File: src/rtl/core/olids_pkg.sv
// shared constants, command and status codes and helpers for the ordered list unit
// no dependencies
`timescale 1ns / 1ps
`default_nettype none

package olids_pkg;

    // default list depth
    localparam int MAX_ENTRIES_DEF = 16;

    // word width of one list entry
    localparam int WORD_W = 32;

    // packed stream widths, padded to whole bytes
    localparam int S_TDATA_W = 48;
    localparam int M_TDATA_W = 48;

    // matches counted per cycle during a search
    localparam int CHUNK_W = 8;

    // command codes
    localparam logic [2:0] CMD_LOAD   = 3'd0;
    localparam logic [2:0] CMD_INSERT = 3'd1;
    localparam logic [2:0] CMD_DELETE = 3'd2;
    localparam logic [2:0] CMD_SEARCH = 3'd3;
    localparam logic [2:0] CMD_READ   = 3'd4;

    // status codes
    localparam logic [1:0] ST_OK     = 2'd0;
    localparam logic [1:0] ST_FULL   = 2'd1;
    localparam logic [1:0] ST_BADPOS = 2'd2;
    localparam logic [1:0] ST_EMPTY  = 2'd3;

    // update broadcast to every cell of the chain
    typedef enum logic [1:0] {
        CK_NONE   = 2'd0,
        CK_APPEND = 2'd1,
        CK_INSERT = 2'd2,
        CK_DELETE = 2'd3
    } cell_kind_t;

    function automatic logic [3:0] popcount8(input logic [CHUNK_W-1:0] bits);
        logic [3:0] sum;
        sum = '0;
        for (int i = 0; i < CHUNK_W; i++) begin
            sum = sum + {3'd0, bits[i]};
        end
        return sum;
    endfunction

endpackage

`default_nettype wire

File: src/rtl/core/olids_cell.sv
// one list cell: holds a single entry, loads, shifts from a neighbor or holds
// depends on olids_pkg
`timescale 1ns / 1ps
`default_nettype none

module olids_cell #(
    parameter int INDEX = 0,
    parameter int CNT_W = 5
) (
    input  wire                             aclk,
    input  wire olids_pkg::cell_kind_t      kind,
    input  wire [CNT_W-1:0]                 tgt_idx,
    input  wire [CNT_W-1:0]                 used_cnt,
    input  wire [olids_pkg::WORD_W-1:0]     key,
    input  wire [olids_pkg::WORD_W-1:0]     prev_entry,
    input  wire [olids_pkg::WORD_W-1:0]     next_entry,
    output logic [olids_pkg::WORD_W-1:0]    entry,
    output logic                            match
);
    import olids_pkg::*;

    localparam logic [CNT_W-1:0] MY_IDX = CNT_W'(INDEX);
    localparam logic [CNT_W:0]   MY_IDX_P1 = (CNT_W+1)'(INDEX + 1);

    logic [WORD_W-1:0] entry_reg;
    logic [WORD_W-1:0] entry_next;

    always_comb begin
        entry_next = entry_reg;
        unique case (kind)
            CK_NONE: begin
                entry_next = entry_reg;
            end
            CK_APPEND: begin
                if (MY_IDX == tgt_idx) entry_next = key;
            end
            CK_INSERT: begin
                // target takes the new word, cells above it up to the old end shift up
                if (MY_IDX == tgt_idx) begin
                    entry_next = key;
                end else if (MY_IDX > tgt_idx && MY_IDX <= used_cnt) begin
                    entry_next = prev_entry;
                end
            end
            CK_DELETE: begin
                // close the gap: target and above take the upper neighbor
                if (MY_IDX >= tgt_idx && MY_IDX_P1 < {1'b0, used_cnt}) begin
                    entry_next = next_entry;
                end
            end
            default: entry_next = entry_reg;
        endcase
    end

    always_ff @(posedge aclk) begin
        entry_reg <= entry_next;
    end

    assign entry = entry_reg;
    assign match = (MY_IDX < used_cnt) && (entry_reg == key);

endmodule

`default_nettype wire

File: src/rtl/core/olids_chain.sv
// row of list cells with neighbor links, match vector and position read
// depends on olids_pkg and olids_cell
`timescale 1ns / 1ps
`default_nettype none

module olids_chain #(
    parameter int MAX_ENTRIES = olids_pkg::MAX_ENTRIES_DEF,
    parameter int CNT_W       = $clog2(MAX_ENTRIES + 1),
    parameter int IDX_W       = $clog2(MAX_ENTRIES)
) (
    input  wire                             aclk,
    input  wire olids_pkg::cell_kind_t      kind,
    input  wire [CNT_W-1:0]                 tgt_idx,
    input  wire [CNT_W-1:0]                 used_cnt,
    input  wire [olids_pkg::WORD_W-1:0]     key,
    input  wire [IDX_W-1:0]                 rd_idx,
    output logic [olids_pkg::WORD_W-1:0]    rd_data,
    output logic [MAX_ENTRIES-1:0]          match_vec
);
    import olids_pkg::*;

    logic [WORD_W-1:0] entries [MAX_ENTRIES];

    for (genvar g = 0; g < MAX_ENTRIES; g++) begin : g_cell
        logic [WORD_W-1:0] prev_w;
        logic [WORD_W-1:0] next_w;

        if (g == 0) begin : g_first
            assign prev_w = entries[g];
        end else begin : g_prev
            assign prev_w = entries[g-1];
        end

        if (g == MAX_ENTRIES - 1) begin : g_last
            assign next_w = entries[g];
        end else begin : g_next
            assign next_w = entries[g+1];
        end

        olids_cell #(
            .INDEX (g),
            .CNT_W (CNT_W)
        ) u_cell (
            .aclk       (aclk),
            .kind       (kind),
            .tgt_idx    (tgt_idx),
            .used_cnt   (used_cnt),
            .key        (key),
            .prev_entry (prev_w),
            .next_entry (next_w),
            .entry      (entries[g]),
            .match      (match_vec[g])
        );
    end

    // read mux at the selected position
    always_comb begin
        rd_data = '0;
        for (int i = 0; i < MAX_ENTRIES; i++) begin
            if (IDX_W'(i) == rd_idx) rd_data = entries[i];
        end
    end

endmodule

`default_nettype wire

File: src/rtl/core/ordered_list_insert_delete_search_unit.sv
// top level of the ordered list unit: stream ports, command control, match counter
// depends on olids_pkg and olids_chain
`timescale 1ns / 1ps
`default_nettype none

// Ordered list of up to MAX_ENTRIES signed 32-bit words held in a chain of cells,
// one word per cell. Each input transaction carries one command: load-append (first
// empties the list before the append), insert at a one-based position, delete at a
// position (the deleted word comes back in data_out), search for a value, or read
// at a position. Every command gives exactly one result transaction with a status
// (ok, list full, bad position, list empty), the data word, the search result and
// the entry count after the command. Failed commands leave the list unchanged;
// unused command codes give status ok and leave everything alone. Insert and delete
// move every affected cell at once from its neighbor, so they finish in the execute
// state just as a read or a load does. A command is taken in the idle state and is
// executed in the execute state; a search then moves on to the count state, where
// the match counter sums eight cell match flags per cycle, the last group waiting
// until the output register holds no untaken result.
// A new command is taken while a result still waits on the master side; execution
// stalls only when that result has not been taken yet. Positions are five bits
// wide, and entry_count and match_count report the low five bits of the counts.
// No clearing pass after reset: entries are only read below the current count.
module ordered_list_insert_delete_search_unit #(
    parameter int MAX_ENTRIES = olids_pkg::MAX_ENTRIES_DEF
) (
    input  wire                                 aclk,
    input  wire                                 aresetn,
    // command transactions
    input  wire                                 s_tvalid,
    output logic                                s_tready,
    // cmd[2:0], value[34:3], position[39:35], first[40], zero pad
    input  wire [olids_pkg::S_TDATA_W-1:0]      s_tdata,
    // result transactions
    output logic                                m_tvalid,
    input  wire                                 m_tready,
    // status[1:0], data_out[33:2], found[34], match_count[39:35],
    // entry_count[44:40], zero pad
    output logic [olids_pkg::M_TDATA_W-1:0]     m_tdata
);
    import olids_pkg::*;

    localparam int CNT_W  = $clog2(MAX_ENTRIES + 1);
    localparam int IDX_W  = $clog2(MAX_ENTRIES);
    localparam int POS_W  = 5;
    localparam int CMP_W  = ((CNT_W > POS_W) ? CNT_W : POS_W) + 1;
    localparam int NCHUNK = (MAX_ENTRIES + CHUNK_W - 1) / CHUNK_W;
    localparam int CHK_W  = (NCHUNK > 1) ? $clog2(NCHUNK) : 1;
    localparam logic [CHK_W-1:0] LAST_CHUNK = CHK_W'(NCHUNK - 1);
    localparam logic [CMP_W-1:0] MAX_CMP    = CMP_W'(MAX_ENTRIES);

    // control states
    typedef enum logic [2:0] {
        S_IDLE  = 3'b001,
        S_EXEC  = 3'b010,
        S_COUNT = 3'b100
    } state_t;

    state_t state_reg, state_next;

    // latched command
    logic [2:0]        cmd_reg;
    logic [WORD_W-1:0] value_reg;
    logic [POS_W-1:0]  pos_reg;
    logic              first_reg;

    // list length
    logic [CNT_W-1:0] count_reg, count_next;

    // search accumulation
    logic [CHK_W-1:0] chunk_reg, chunk_next;
    logic [CNT_W-1:0] acc_reg, acc_next;

    // output register
    logic                 m_tvalid_reg;
    logic [M_TDATA_W-1:0] m_tdata_reg;

    // chain interface
    cell_kind_t            kind;
    logic [CNT_W-1:0]      tgt_idx;
    logic [IDX_W-1:0]      rd_idx;
    logic [WORD_W-1:0]     rd_data;
    logic [MAX_ENTRIES-1:0] match_vec;

    // comparison-width views
    logic [CMP_W-1:0] cnt_cmp;
    logic [CMP_W-1:0] pos_cmp;
    logic [CMP_W-1:0] base_cmp;

    logic                       s_fire;
    logic                       out_free;
    logic                       out_load;
    logic [1:0]                 res_status;
    logic [WORD_W-1:0]          res_data;
    logic                       res_found;
    logic [CNT_W-1:0]           res_matches;
    logic [CNT_W-1:0]           res_count;
    logic [NCHUNK*CHUNK_W-1:0]  match_pad;
    logic [CHUNK_W-1:0]         chunk_bits;
    logic [CNT_W-1:0]           acc_sum;

    assign s_fire   = s_tvalid && s_tready;
    assign s_tready = (state_reg == S_IDLE);
    assign out_free = !m_tvalid_reg || m_tready;

    assign cnt_cmp  = CMP_W'(count_reg);
    assign pos_cmp  = CMP_W'(pos_reg);
    assign base_cmp = first_reg ? '0 : cnt_cmp;
    assign rd_idx   = IDX_W'(pos_cmp - CMP_W'(1));

    // eight match flags per cycle
    assign match_pad  = (NCHUNK*CHUNK_W)'(match_vec);
    assign chunk_bits = match_pad[chunk_reg*CHUNK_W +: CHUNK_W];
    assign acc_sum    = acc_reg + CNT_W'(popcount8(chunk_bits));

    olids_chain #(
        .MAX_ENTRIES (MAX_ENTRIES),
        .CNT_W       (CNT_W),
        .IDX_W       (IDX_W)
    ) u_chain (
        .aclk      (aclk),
        .kind      (kind),
        .tgt_idx   (tgt_idx),
        .used_cnt  (count_reg),
        .key       (value_reg),
        .rd_idx    (rd_idx),
        .rd_data   (rd_data),
        .match_vec (match_vec)
    );

    always_comb begin
        state_next  = state_reg;
        count_next  = count_reg;
        chunk_next  = chunk_reg;
        acc_next    = acc_reg;
        kind        = CK_NONE;
        tgt_idx     = '0;
        out_load    = 1'b0;
        res_status  = ST_OK;
        res_data    = '0;
        res_found   = 1'b0;
        res_matches = '0;
        res_count   = count_reg;

        unique case (state_reg)
            S_IDLE: begin
                if (s_fire) state_next = S_EXEC;
            end
            S_EXEC: begin
                if (cmd_reg == CMD_SEARCH) begin
                    // the list does not change while the count runs
                    chunk_next = '0;
                    acc_next   = '0;
                    state_next = S_COUNT;
                end else if (out_free) begin
                    out_load   = 1'b1;
                    state_next = S_IDLE;
                    unique case (cmd_reg)
                        CMD_LOAD: begin
                            if (base_cmp >= MAX_CMP) begin
                                res_status = ST_FULL;
                            end else begin
                                kind      = CK_APPEND;
                                tgt_idx   = CNT_W'(base_cmp);
                                res_count = CNT_W'(base_cmp + CMP_W'(1));
                            end
                        end
                        CMD_INSERT: begin
                            if (cnt_cmp >= MAX_CMP) begin
                                res_status = ST_FULL;
                            end else if (pos_cmp == '0 || pos_cmp > cnt_cmp + CMP_W'(1)) begin
                                res_status = ST_BADPOS;
                            end else begin
                                kind      = CK_INSERT;
                                tgt_idx   = CNT_W'(pos_cmp - CMP_W'(1));
                                res_count = count_reg + CNT_W'(1);
                            end
                        end
                        CMD_DELETE: begin
                            if (cnt_cmp == '0) begin
                                res_status = ST_EMPTY;
                            end else if (pos_cmp == '0 || pos_cmp > cnt_cmp) begin
                                res_status = ST_BADPOS;
                            end else begin
                                kind      = CK_DELETE;
                                tgt_idx   = CNT_W'(pos_cmp - CMP_W'(1));
                                res_data  = rd_data;
                                res_count = count_reg - CNT_W'(1);
                            end
                        end
                        CMD_READ: begin
                            if (cnt_cmp == '0) begin
                                res_status = ST_EMPTY;
                            end else if (pos_cmp == '0 || pos_cmp > cnt_cmp) begin
                                res_status = ST_BADPOS;
                            end else begin
                                res_data = rd_data;
                            end
                        end
                        default: begin
                            // unused codes: no change, plain ok
                            res_status = ST_OK;
                        end
                    endcase
                    count_next = res_count;
                end
            end
            S_COUNT: begin
                if (chunk_reg != LAST_CHUNK) begin
                    acc_next   = acc_sum;
                    chunk_next = chunk_reg + CHK_W'(1);
                end else if (out_free) begin
                    out_load    = 1'b1;
                    res_matches = acc_sum;
                    res_found   = (acc_sum != '0);
                    state_next  = S_IDLE;
                end
            end
            default: state_next = S_IDLE;
        endcase
    end

    always_ff @(posedge aclk) begin
        if (!aresetn) begin
            state_reg    <= S_IDLE;
            count_reg    <= '0;
            m_tvalid_reg <= 1'b0;
        end else begin
            state_reg <= state_next;
            count_reg <= count_next;
            if (out_load) begin
                m_tvalid_reg <= 1'b1;
            end else if (m_tready) begin
                m_tvalid_reg <= 1'b0;
            end
        end
    end

    // payload registers
    always_ff @(posedge aclk) begin
        if (s_fire) begin
            cmd_reg   <= s_tdata[2:0];
            value_reg <= s_tdata[34:3];
            pos_reg   <= s_tdata[39:35];
            first_reg <= s_tdata[40];
        end
        chunk_reg <= chunk_next;
        acc_reg   <= acc_next;
        if (out_load) begin
            m_tdata_reg <= {3'd0,
                            5'(res_count),
                            5'(res_matches),
                            res_found,
                            res_data,
                            res_status};
        end
    end

    assign m_tvalid = m_tvalid_reg;
    assign m_tdata  = m_tdata_reg;

endmodule

`default_nettype wire
File: config.mk
export PLATFORM = sky130hd
export DESIGN_NAME = ordered_list_insert_delete_search_unit
export DESIGN_NICKNAME = d
export VERILOG_FILES = /design/src/rtl/core/olids_pkg.sv /design/src/rtl/core/olids_cell.sv /design/src/rtl/core/olids_chain.sv /design/src/rtl/core/ordered_list_insert_delete_search_unit.sv
export SDC_FILE = /design/constraint.sdc
export NUM_CORES = 2
export LEC_CHECK = 0
export BUFFER_PORTS_ARGS = -buffer_cell sky130_fd_sc_hd__buf_4
export CORE_ASPECT_RATIO = 0.75
export CORE_MARGIN = 2
export CORE_UTILIZATION = 33
export DETAILED_ROUTE_END_ITERATION = 12
export PLACE_DENSITY = 0.46
export SETUP_SLACK_MARGIN = 0.02
export SYNTH_ARGS = -nofsm -noshare
export SYNTH_HDL_FRONTEND = slang
export SYNTH_SLANG_ARGS = --single-unit
export TNS_END_PERCENT = 10
File: constraint.sdc
create_clock -name aclk -period 29.7 [get_ports aclk]
set_input_delay 2.97 -clock aclk [delete_from_list [all_inputs] [get_ports aclk]]
set_output_delay 2.97 -clock aclk [all_outputs]
set_load 0.02 [all_outputs]
==> Word level (Yosys, flattened, before mapping) <==
Cells that the tools add are included.
W data, S select, Z words.
{ "totals": {"reg_bits": 613, "inputBits": 52, "out_inout_bits": 50, "word_cells": 464} }
{ "classes": {"add_sub_neg": 14, "n_lt_le_gt_ge": 80, "eq_ne": 106, "shifts": 1, "muxes": 144, "bitwise": 5, "n_reduce_logical": 85} }
{ "ops": {"columns": ["operator", "count"], "rows": [
  ["$mux W32", 77],
  ["$pmux W32 S3", 14],
  ["$eq A32 B32 Y1", 16],
  ["$pmux W32 S2", 2],
  ["$mux W5", 19],
  ["$lt A4 B5 Y1 const A", 16],
  ["$ne A2 B2 Y1 const B", 33],
  ["$reduce_and A4 Y1", 14],
  ["$logic_and A1 B1 Y1", 47],
  ["$ne A3 B3 Y1 const B", 15],
  ["$eq A4 B5 Y1 const A", 8],
  ["$gt A4 B5 Y1 const A", 8],
  ["$le A4 B5 Y1 const A", 8],
  ["$lt A3 B5 Y1 const A", 8],
  ["$ge A4 B5 Y1 const A", 7],
  ["$eq A4 B4 Y1 const A", 8],
  ["$pmux W5 S3", 2],
  ["$mux W2", 11],
  ["$eq A3 B5 Y1 const A", 4],
  ["$ge A3 B5 Y1 const A", 4],
  ["$gt A3 B5 Y1 const A", 4],
  ["$le A3 B5 Y1 const A", 4],
  ["$lt A2 B5 Y1 const A", 4],
  ["$add A4 B1 Y4", 4],
  ["other kinds (51)", 98]
]} }

==> Longest topological paths before layout <==
{ "logic_depth": {"depth_word": 18, "ltp_mapped": 22, "depth_no_buf": 18} }

==> Cells and area by module <==
Synthesis repeated with hierarchy kept, for this count alone.
{ "hier_totals": {"hier_cells": 3930, "hier_area_um2": 43685.6} }
{ "by_module_without_submodules": {"columns": ["mod", "instances", "cells_per_inst", "area_each_um2", "seq_area_each_um2"], "rows": [
  ["olids_chain", 1, 762, 5511.5, 0.0],
  ["ordered_list_insert_delete_search_unit", 1, 395, 4857.2, 2942.8],
  ["olids_cell at u_chain.g_cell[9].u_cell", 1, 200, 2316.0, 960.9],
  ["olids_cell at u_chain.g_cell[11].u_cell", 1, 170, 2133.3, 960.9],
  ["olids_cell at u_chain.g_cell[13].u_cell", 1, 169, 2119.5, 960.9],
  ["olids_cell at u_chain.g_cell[6].u_cell", 1, 167, 2117.0, 960.9],
  ["olids_cell at u_chain.g_cell[2].u_cell", 1, 171, 2112.0, 960.9],
  ["olids_cell at u_chain.g_cell[10].u_cell", 1, 169, 2108.3, 960.9],
  ["olids_cell at u_chain.g_cell[14].u_cell", 1, 165, 2105.8, 960.9],
  ["olids_cell at u_chain.g_cell[4].u_cell", 1, 170, 2098.3, 960.9],
  ["olids_cell at u_chain.g_cell[15].u_cell", 1, 165, 2095.8, 960.9],
  ["olids_cell at u_chain.g_cell[8].u_cell", 1, 169, 2068.2, 960.9],
  ["olids_cell at u_chain.g_cell[5].u_cell", 1, 172, 2058.2, 960.9],
  ["olids_cell at u_chain.g_cell[7].u_cell", 1, 165, 2028.2, 960.9],
  ["+4 rows", null, null, null, null]
]} }

==> Worst setup path before layout <==
No wires, ideal clock.
{ "synth_path": {"path_type": "in2reg", "start": "input m_tready", "end": "register u_chain.g_cell[9].u_cell.entry_reg[0] (enable)", "setup_ns": 0.594, "t_arrival_ns": 10.043, "t_required_ns": 29.106, "setup_slack_ns": 19.063, "cell_stages": 12, "n_path_buf": 4, "cell_sequence": "nor2b_1 > nor4b_2 > clkbuf_1 > and2_1 > inv_1 > ha_1 > clkbuf_1 > clkbuf_1 > clkbuf_1 > a21oi_1 > nor2_1 > a2111oi_0"} }
{ "synth_between": {"elab_chain_len": 8, "elab_cells_between_ends": 21, "classes_between": "order compare: 2; eq/ne: 7; mux: 6; bitwise: 1; reduce/logical: 5"} }
{ "synth_rtl": {"columns": ["item", "line", "source"], "rows": [
  ["start: declaration", "ordered_list_insert_delete_search_unit.sv:35", "input wire m_tready,"],
  ["$logic_or A1 B1 Y1 (*)", "ordered_list_insert_delete_search_unit.sv:103", "assign out_free = !m_tvalid_reg || m_tready;"],
  ["$mux W5", "ordered_list_insert_delete_search_unit.sv:154", "end else if (out_free) begin"],
  ["$mux W5", "ordered_list_insert_delete_search_unit.sv:149", "if (cmd_reg == CMD_SEARCH) begin"],
  ["$mux W5", "ordered_list_insert_delete_search_unit.sv:144", "unique case (state_reg)"],
  ["$gt A4 B5 Y1 or $ge A4 B5 Y1 (tied branches)", "olids_cell.sv:41, olids_cell.sv:47", null],
  ["$logic_and A1 B1 Y1, on equally long branches", "olids_cell.sv:41, olids_cell.sv:47", null],
  ["$ne A3 B3 Y1 (no line) or $ne A2 B2 Y1 (tied branches)", null, null],
  ["$reduce_and A4 Y1 (no line) (*)", null, null],
  ["end signal: assignment", "olids_cell.sv:56", "entry_reg <= entry_next;"],
  ["end: declaration", "olids_cell.sv:25", "logic [WORD_W-1:0] entry_reg;"]
]} }
Mark *: on every way between the ends. The rest lies on a longest branch, timed or not.
A chain may end at the register's enable or synchronous reset.

==> Worst setup path after layout <==
{ "layout_path": {"start": "input m_tready", "end": "register u_chain.g_cell[5].u_cell.entry_reg[1] (enable)"} }
{ "layout_between": {"elab_chain_len": 8, "elab_cells_between_ends": 21, "classes_between": "order compare: 2; eq/ne: 7; mux: 6; bitwise: 1; reduce/logical: 5"} }
{ "layout_rtl": {"columns": ["item", "line"], "rows": [
  ["$logic_or A1 B1 Y1 (*)", "ordered_list_insert_delete_search_unit.sv:103"],
  ["$mux W5", "ordered_list_insert_delete_search_unit.sv:154"],
  ["$mux W5", "ordered_list_insert_delete_search_unit.sv:149"],
  ["$mux W5", "ordered_list_insert_delete_search_unit.sv:144"],
  ["$gt A3 B5 Y1 or $ge A3 B5 Y1 (tied branches)", "olids_cell.sv:41, olids_cell.sv:47"],
  ["$logic_and A1 B1 Y1, on equally long branches", "olids_cell.sv:41, olids_cell.sv:47"],
  ["$ne A3 B3 Y1 (no line) or $ne A2 B2 Y1 (tied branches)", null],
  ["$reduce_and A4 Y1 (no line) (*)", null],
  ["end signal: assignment", "olids_cell.sv:56"],
  ["end: declaration", "olids_cell.sv:25"]
]} }
Marked as above.

==> metrics.md <==
| Metric | Value |
|---|---|
| Hold Path Depth | `2` |
| Synth cell count leaders | `edfxtp_1 (604), nand2_1 (512), a21oi_1 (414)` |
| Grt total ovfl | `0` |
| Placed wire-length estimate | `176000 µm` |
| CP Depth | `11` |
| Yosys Warn Count | `0` |
| Max Slew Vio Count | `3` |
| FP Rows | `117` |
| Critical Path Sink | `u_chain.g_cell[5].u_cell.entry[1]` |
| Min Tclk post-route | `8050 ps` |
| # hold bufs at CTS | `0` |
| Hold Vio Cnt, Final | `0` |
| Synth Register Bits | `613` |
| Setup crit start kind | `primary input` |
| Layout Area Growth over Synthesis | `10.8%` |
| First-pass GRT wire length | `367000 µm` |
| Residual DRC | `0` |
| R2R setup slack | `between 20000 and 25000 ps` |
| Most common cell on crit path | `buf_4` |
| Async SR Flop Fraction | `0` |
| Max FFs per register | `approximately 500` |
| Crit path arrival time | `~8400 ps` |
| Post-cts resize count | `0` |
| Crit path launch | `m_tready` |
| Leak | `16.3 nW` |
| Clock power share | `0.424` |
| Global Route Usage Sum | `0.384` |
| Status | `finished, violations left` |
| Initial antenna violation count | `28` |
| CP Class | `primary input to flop` |
| Worst setup EP type | `flop` |
| RSZ-0062 raised after global routing | `false` |
| Peak VDD IR | `just under 0.00004 V` |
| Failing checks | `max-capacitance violations, max-slew violations` |
| WL per Instance | `41.2 µm` |
| Area leader, netlist | `edfxtp_1` |
| Buffers plus inverters on the worst setup path | `3` |
| Synth Instances | `5063` |
| Filler cells | `13800` |
| Peak Freq | `0.124 GHz` |
| Max_slew headroom | `-0.0231` |
| Worst-path fanout max | `35` |
| Overall die height | `approximately 320 µm` |
| Layout cell share with drive strength beyond 1 | `0.0931` |
| Post-synthesis sequential area ratio | `0.406` |
| DP Worst Slack | `21150 ps` |
| Boundary Pins | `just over 100` |
| Post-CTS setup buffers | `0` |
| Hold_ws | `around 630 ps` |
| Pwr dens | `about 47 nW/µm²` |
| Area post-placement | `roughly 47000 µm²` |
| Die area | `140000 µm²` |
| Final nets | `~4900` |
| Root buffer cell | `clkbuf_16` |
| Synthesized cell area | `45100 µm²` |
| Top cells by area, synth | `edfxtp_1 (40%), xnor2_1 (6.2%), a21oi_1 (4.6%), nand2_1 (4.3%), o211ai_1 (4.2%)` |
| Worst setup margin | `21650 ps` |
| Final ANT Viol Nets | `0` |
| Drt first pass iters | `9` |
| TNS Setup | `0 ps` |
| CTS Buf Count | `between 70 and 80` |
| Port bufs | `just over 90` |
| Clock-pin slew on the worst setup and hold paths | `roughly 60 ps` |
| Vias | `about 46000` |
| CP Cell Sequence | `buf_4 > nand2b_1 > nand4b_4 > or4_1 > o31a_1 > and2_2 > nor2_4 > buf_4 > nand2_1 > a31oi_4 > buf_4` |
| Vias in the first global route | `41100` |
| Worst flop-to-flop path startpoint | `value_reg[18]` |
| Num Clock Sinks | `613` |
| Synth unique cells | `between 90 and 100` |
| DR vias/cell | `around 6.9` |
| Cell area after layout | `about 50000 µm²` |
| Final-report setup violation count | `0` |
| Post-synth EDFFs | `604` |
| Die X | `431 µm` |
| Initial Util | `0.332` |
| DR iter-0 viols | `slightly below 9000` |
| Largest net degree at the start of global routing | `around 140` |
| Core ar. | `between 100000 and 150000 µm²` |
| CP required | `~30000 ps` |
| R2R depth | `14` |
| Pint | `1.62 mW` |
| Seq pwr share | `0.416` |
| Syn_area_per_cell | `about 8.9 µm²` |
| CP max stage cell | `a31oi_4` |
| Clock Tree Buf Depth | `3` |
| Tcrit/Tclk final | `0.271` |
| Switch share | `0.304` |
| Clk_skew | `36.5 ps` |
| H-tree Lvls | `3` |
| Worst min-delay path class | `flop to flop` |
| Slowest stage delay, CP | `approximately 1100 ps` |
| WL final | `about 280000 µm` |
| Logic pwr share | `0.160` |
| Most common cell in the netlist | `edfxtp_1` |
| MaxCap Viol Count | `2` |
| Top-area cell type share of the netlist area | `0.402` |
| Most used DFF post-synth | `edfxtp_1` |
| Placer Congestion | `between 1 and 1.5` |
| Worst Tran Pin Value | `1520 ps` |
| Clock latency on the worst-skew pair | `740 ps` |
| Critical path's top delay family | `simple AND/OR/NAND/NOR gates` |
| Worst r2r dst | `m_tdata[34]` |
| Net Sw Power | `around 0.7 mW` |
| CTS tree | `built` |
-- worst register-to-register path, cell delays in order (launching register included) --
cell      delay [ps]
edfxtp_1        1060
xor2_1           480
nor4_1          1050
nand4_1          390
nor4_1           780
a41oi_1          500
fa_1             650
fa_1             500
inv_1             50
fa_1             420
fa_1             490
a21o_1           180
a21oi_1          160
xor2_1           260
a41oi_1          150
-- routing by layer --
layer	vias to the layer above	share of wire	routed length, µm	GRT usage
li1	18600	-	-	-
met1	23100	0.40	110000	0.512
met2	3913	0.38	106000	0.509
met3	783	0.16	44200	0.180
met4	40	0.061	16800	0.194
met5	-	0.0016	452	0.00956
-- cell usage in the layout, fill, tap and decap left out, drive strengths merged, types with 7 or more instances in the layout --
| cell | Yosys | layout |
|---|---|---|
| inv | 34 | 35 |
| mux2 | 55 | 55 |
| nand2 | 515 | 515 |
| a21o | 203 | 203 |
| nor4 | 64 | 64 |
| dfxtp | 9 | 9 |
| a22oi | 8 | 8 |
| diode | 0 | 10 |
| nand3 | 303 | 303 |
| a221o | 22 | 22 |
| buf | 149 | 240 |
| nand4 | 125 | 125 |
| nor3 | 197 | 197 |
| o21ai | 232 | 232 |
| and3 | 13 | 13 |
| clkbuf | 376 | 96 |
| and2 | 47 | 47 |
| edfxtp | 604 | 604 |
| nor2b | 7 | 7 |
| o211a | 7 | 7 |
| a211oi | 13 | 13 |
| a21oi | 415 | 415 |
| a31oi | 93 | 93 |
| o21a | 69 | 69 |
| a221oi | 26 | 26 |
| or3 | 107 | 107 |
| o221ai | 32 | 32 |
| a311o | 121 | 121 |
| xnor2 | 320 | 320 |
| xor2 | 191 | 191 |
| o211ai | 251 | 251 |
| nand2b | 16 | 16 |
| nor2 | 299 | 299 |
| ha | 30 | 30 |
| a222oi | 20 | 20 |
| clkinv | 4 | 41 |
-- stage by stage --
step	util	instances	power (mW)
detailed placement	0.350	6565	1.33
global route	0.368	6709	2.36
global placement	0.350	6565	1.33
CTS	0.368	6707	2.31
floorplan	-	5065	1.18
finish	0.368	6717	2.32
-- how the worst min path moves through the flow --
stage                                              end  slack, ps                               start
detailed placement                         m_tdata[39]        610                          acc_reg[4]
global placement                            acc_reg[4]        620                          acc_reg[4]
floorplan                                 state_reg[0]        570                        state_reg[0]
CTS                 u_chain.g_cell[0].u_cell.entry[17]        620  u_chain.g_cell[1].u_cell.entry[17]
finish                                      acc_reg[4]        630                          acc_reg[4]
global route                                acc_reg[4]        670                          acc_reg[4]
-- kinds of logic after synthesis --
group | share of synthesized area
buffers and inverters | 0.0514
multiplexers | 0.0144
adder cells (fa/ha/maj) | 0.0108
other | 0.0000832
flip-flops | 0.406
XOR/XNOR | 0.0993
AND/OR/NAND/NOR | 0.183
AO/OA/AOI/OAI | 0.235
-- power groups by stage --
stage / clock, mW / sequential [mW] / combinational, mW
floorplan: 0 / 0.983 / 0.202
global placement: 0 / 0.986 / 0.345
detailed placement: 0 / 0.986 / 0.347
CTS: 0.992 / 0.968 / 0.348
global route: 1.02 / 0.968 / 0.377
finish: 0.985 / 0.968 / 0.372
-- cell type report --
class,count,area (µm²),share of cell area
repair buffers,240,1830,0.0366
inverters,38,145,0.00291
flip-flops and latches,613,18300,0.367
clock inverters,46,427,0.00855
multi-input cells,3889,24900,0.499
diodes,10,25.0,0.000501
clock buffers,96,2040,0.0408
well taps,1785,2230,0.0447
Power figures use the tool's default switching activity.
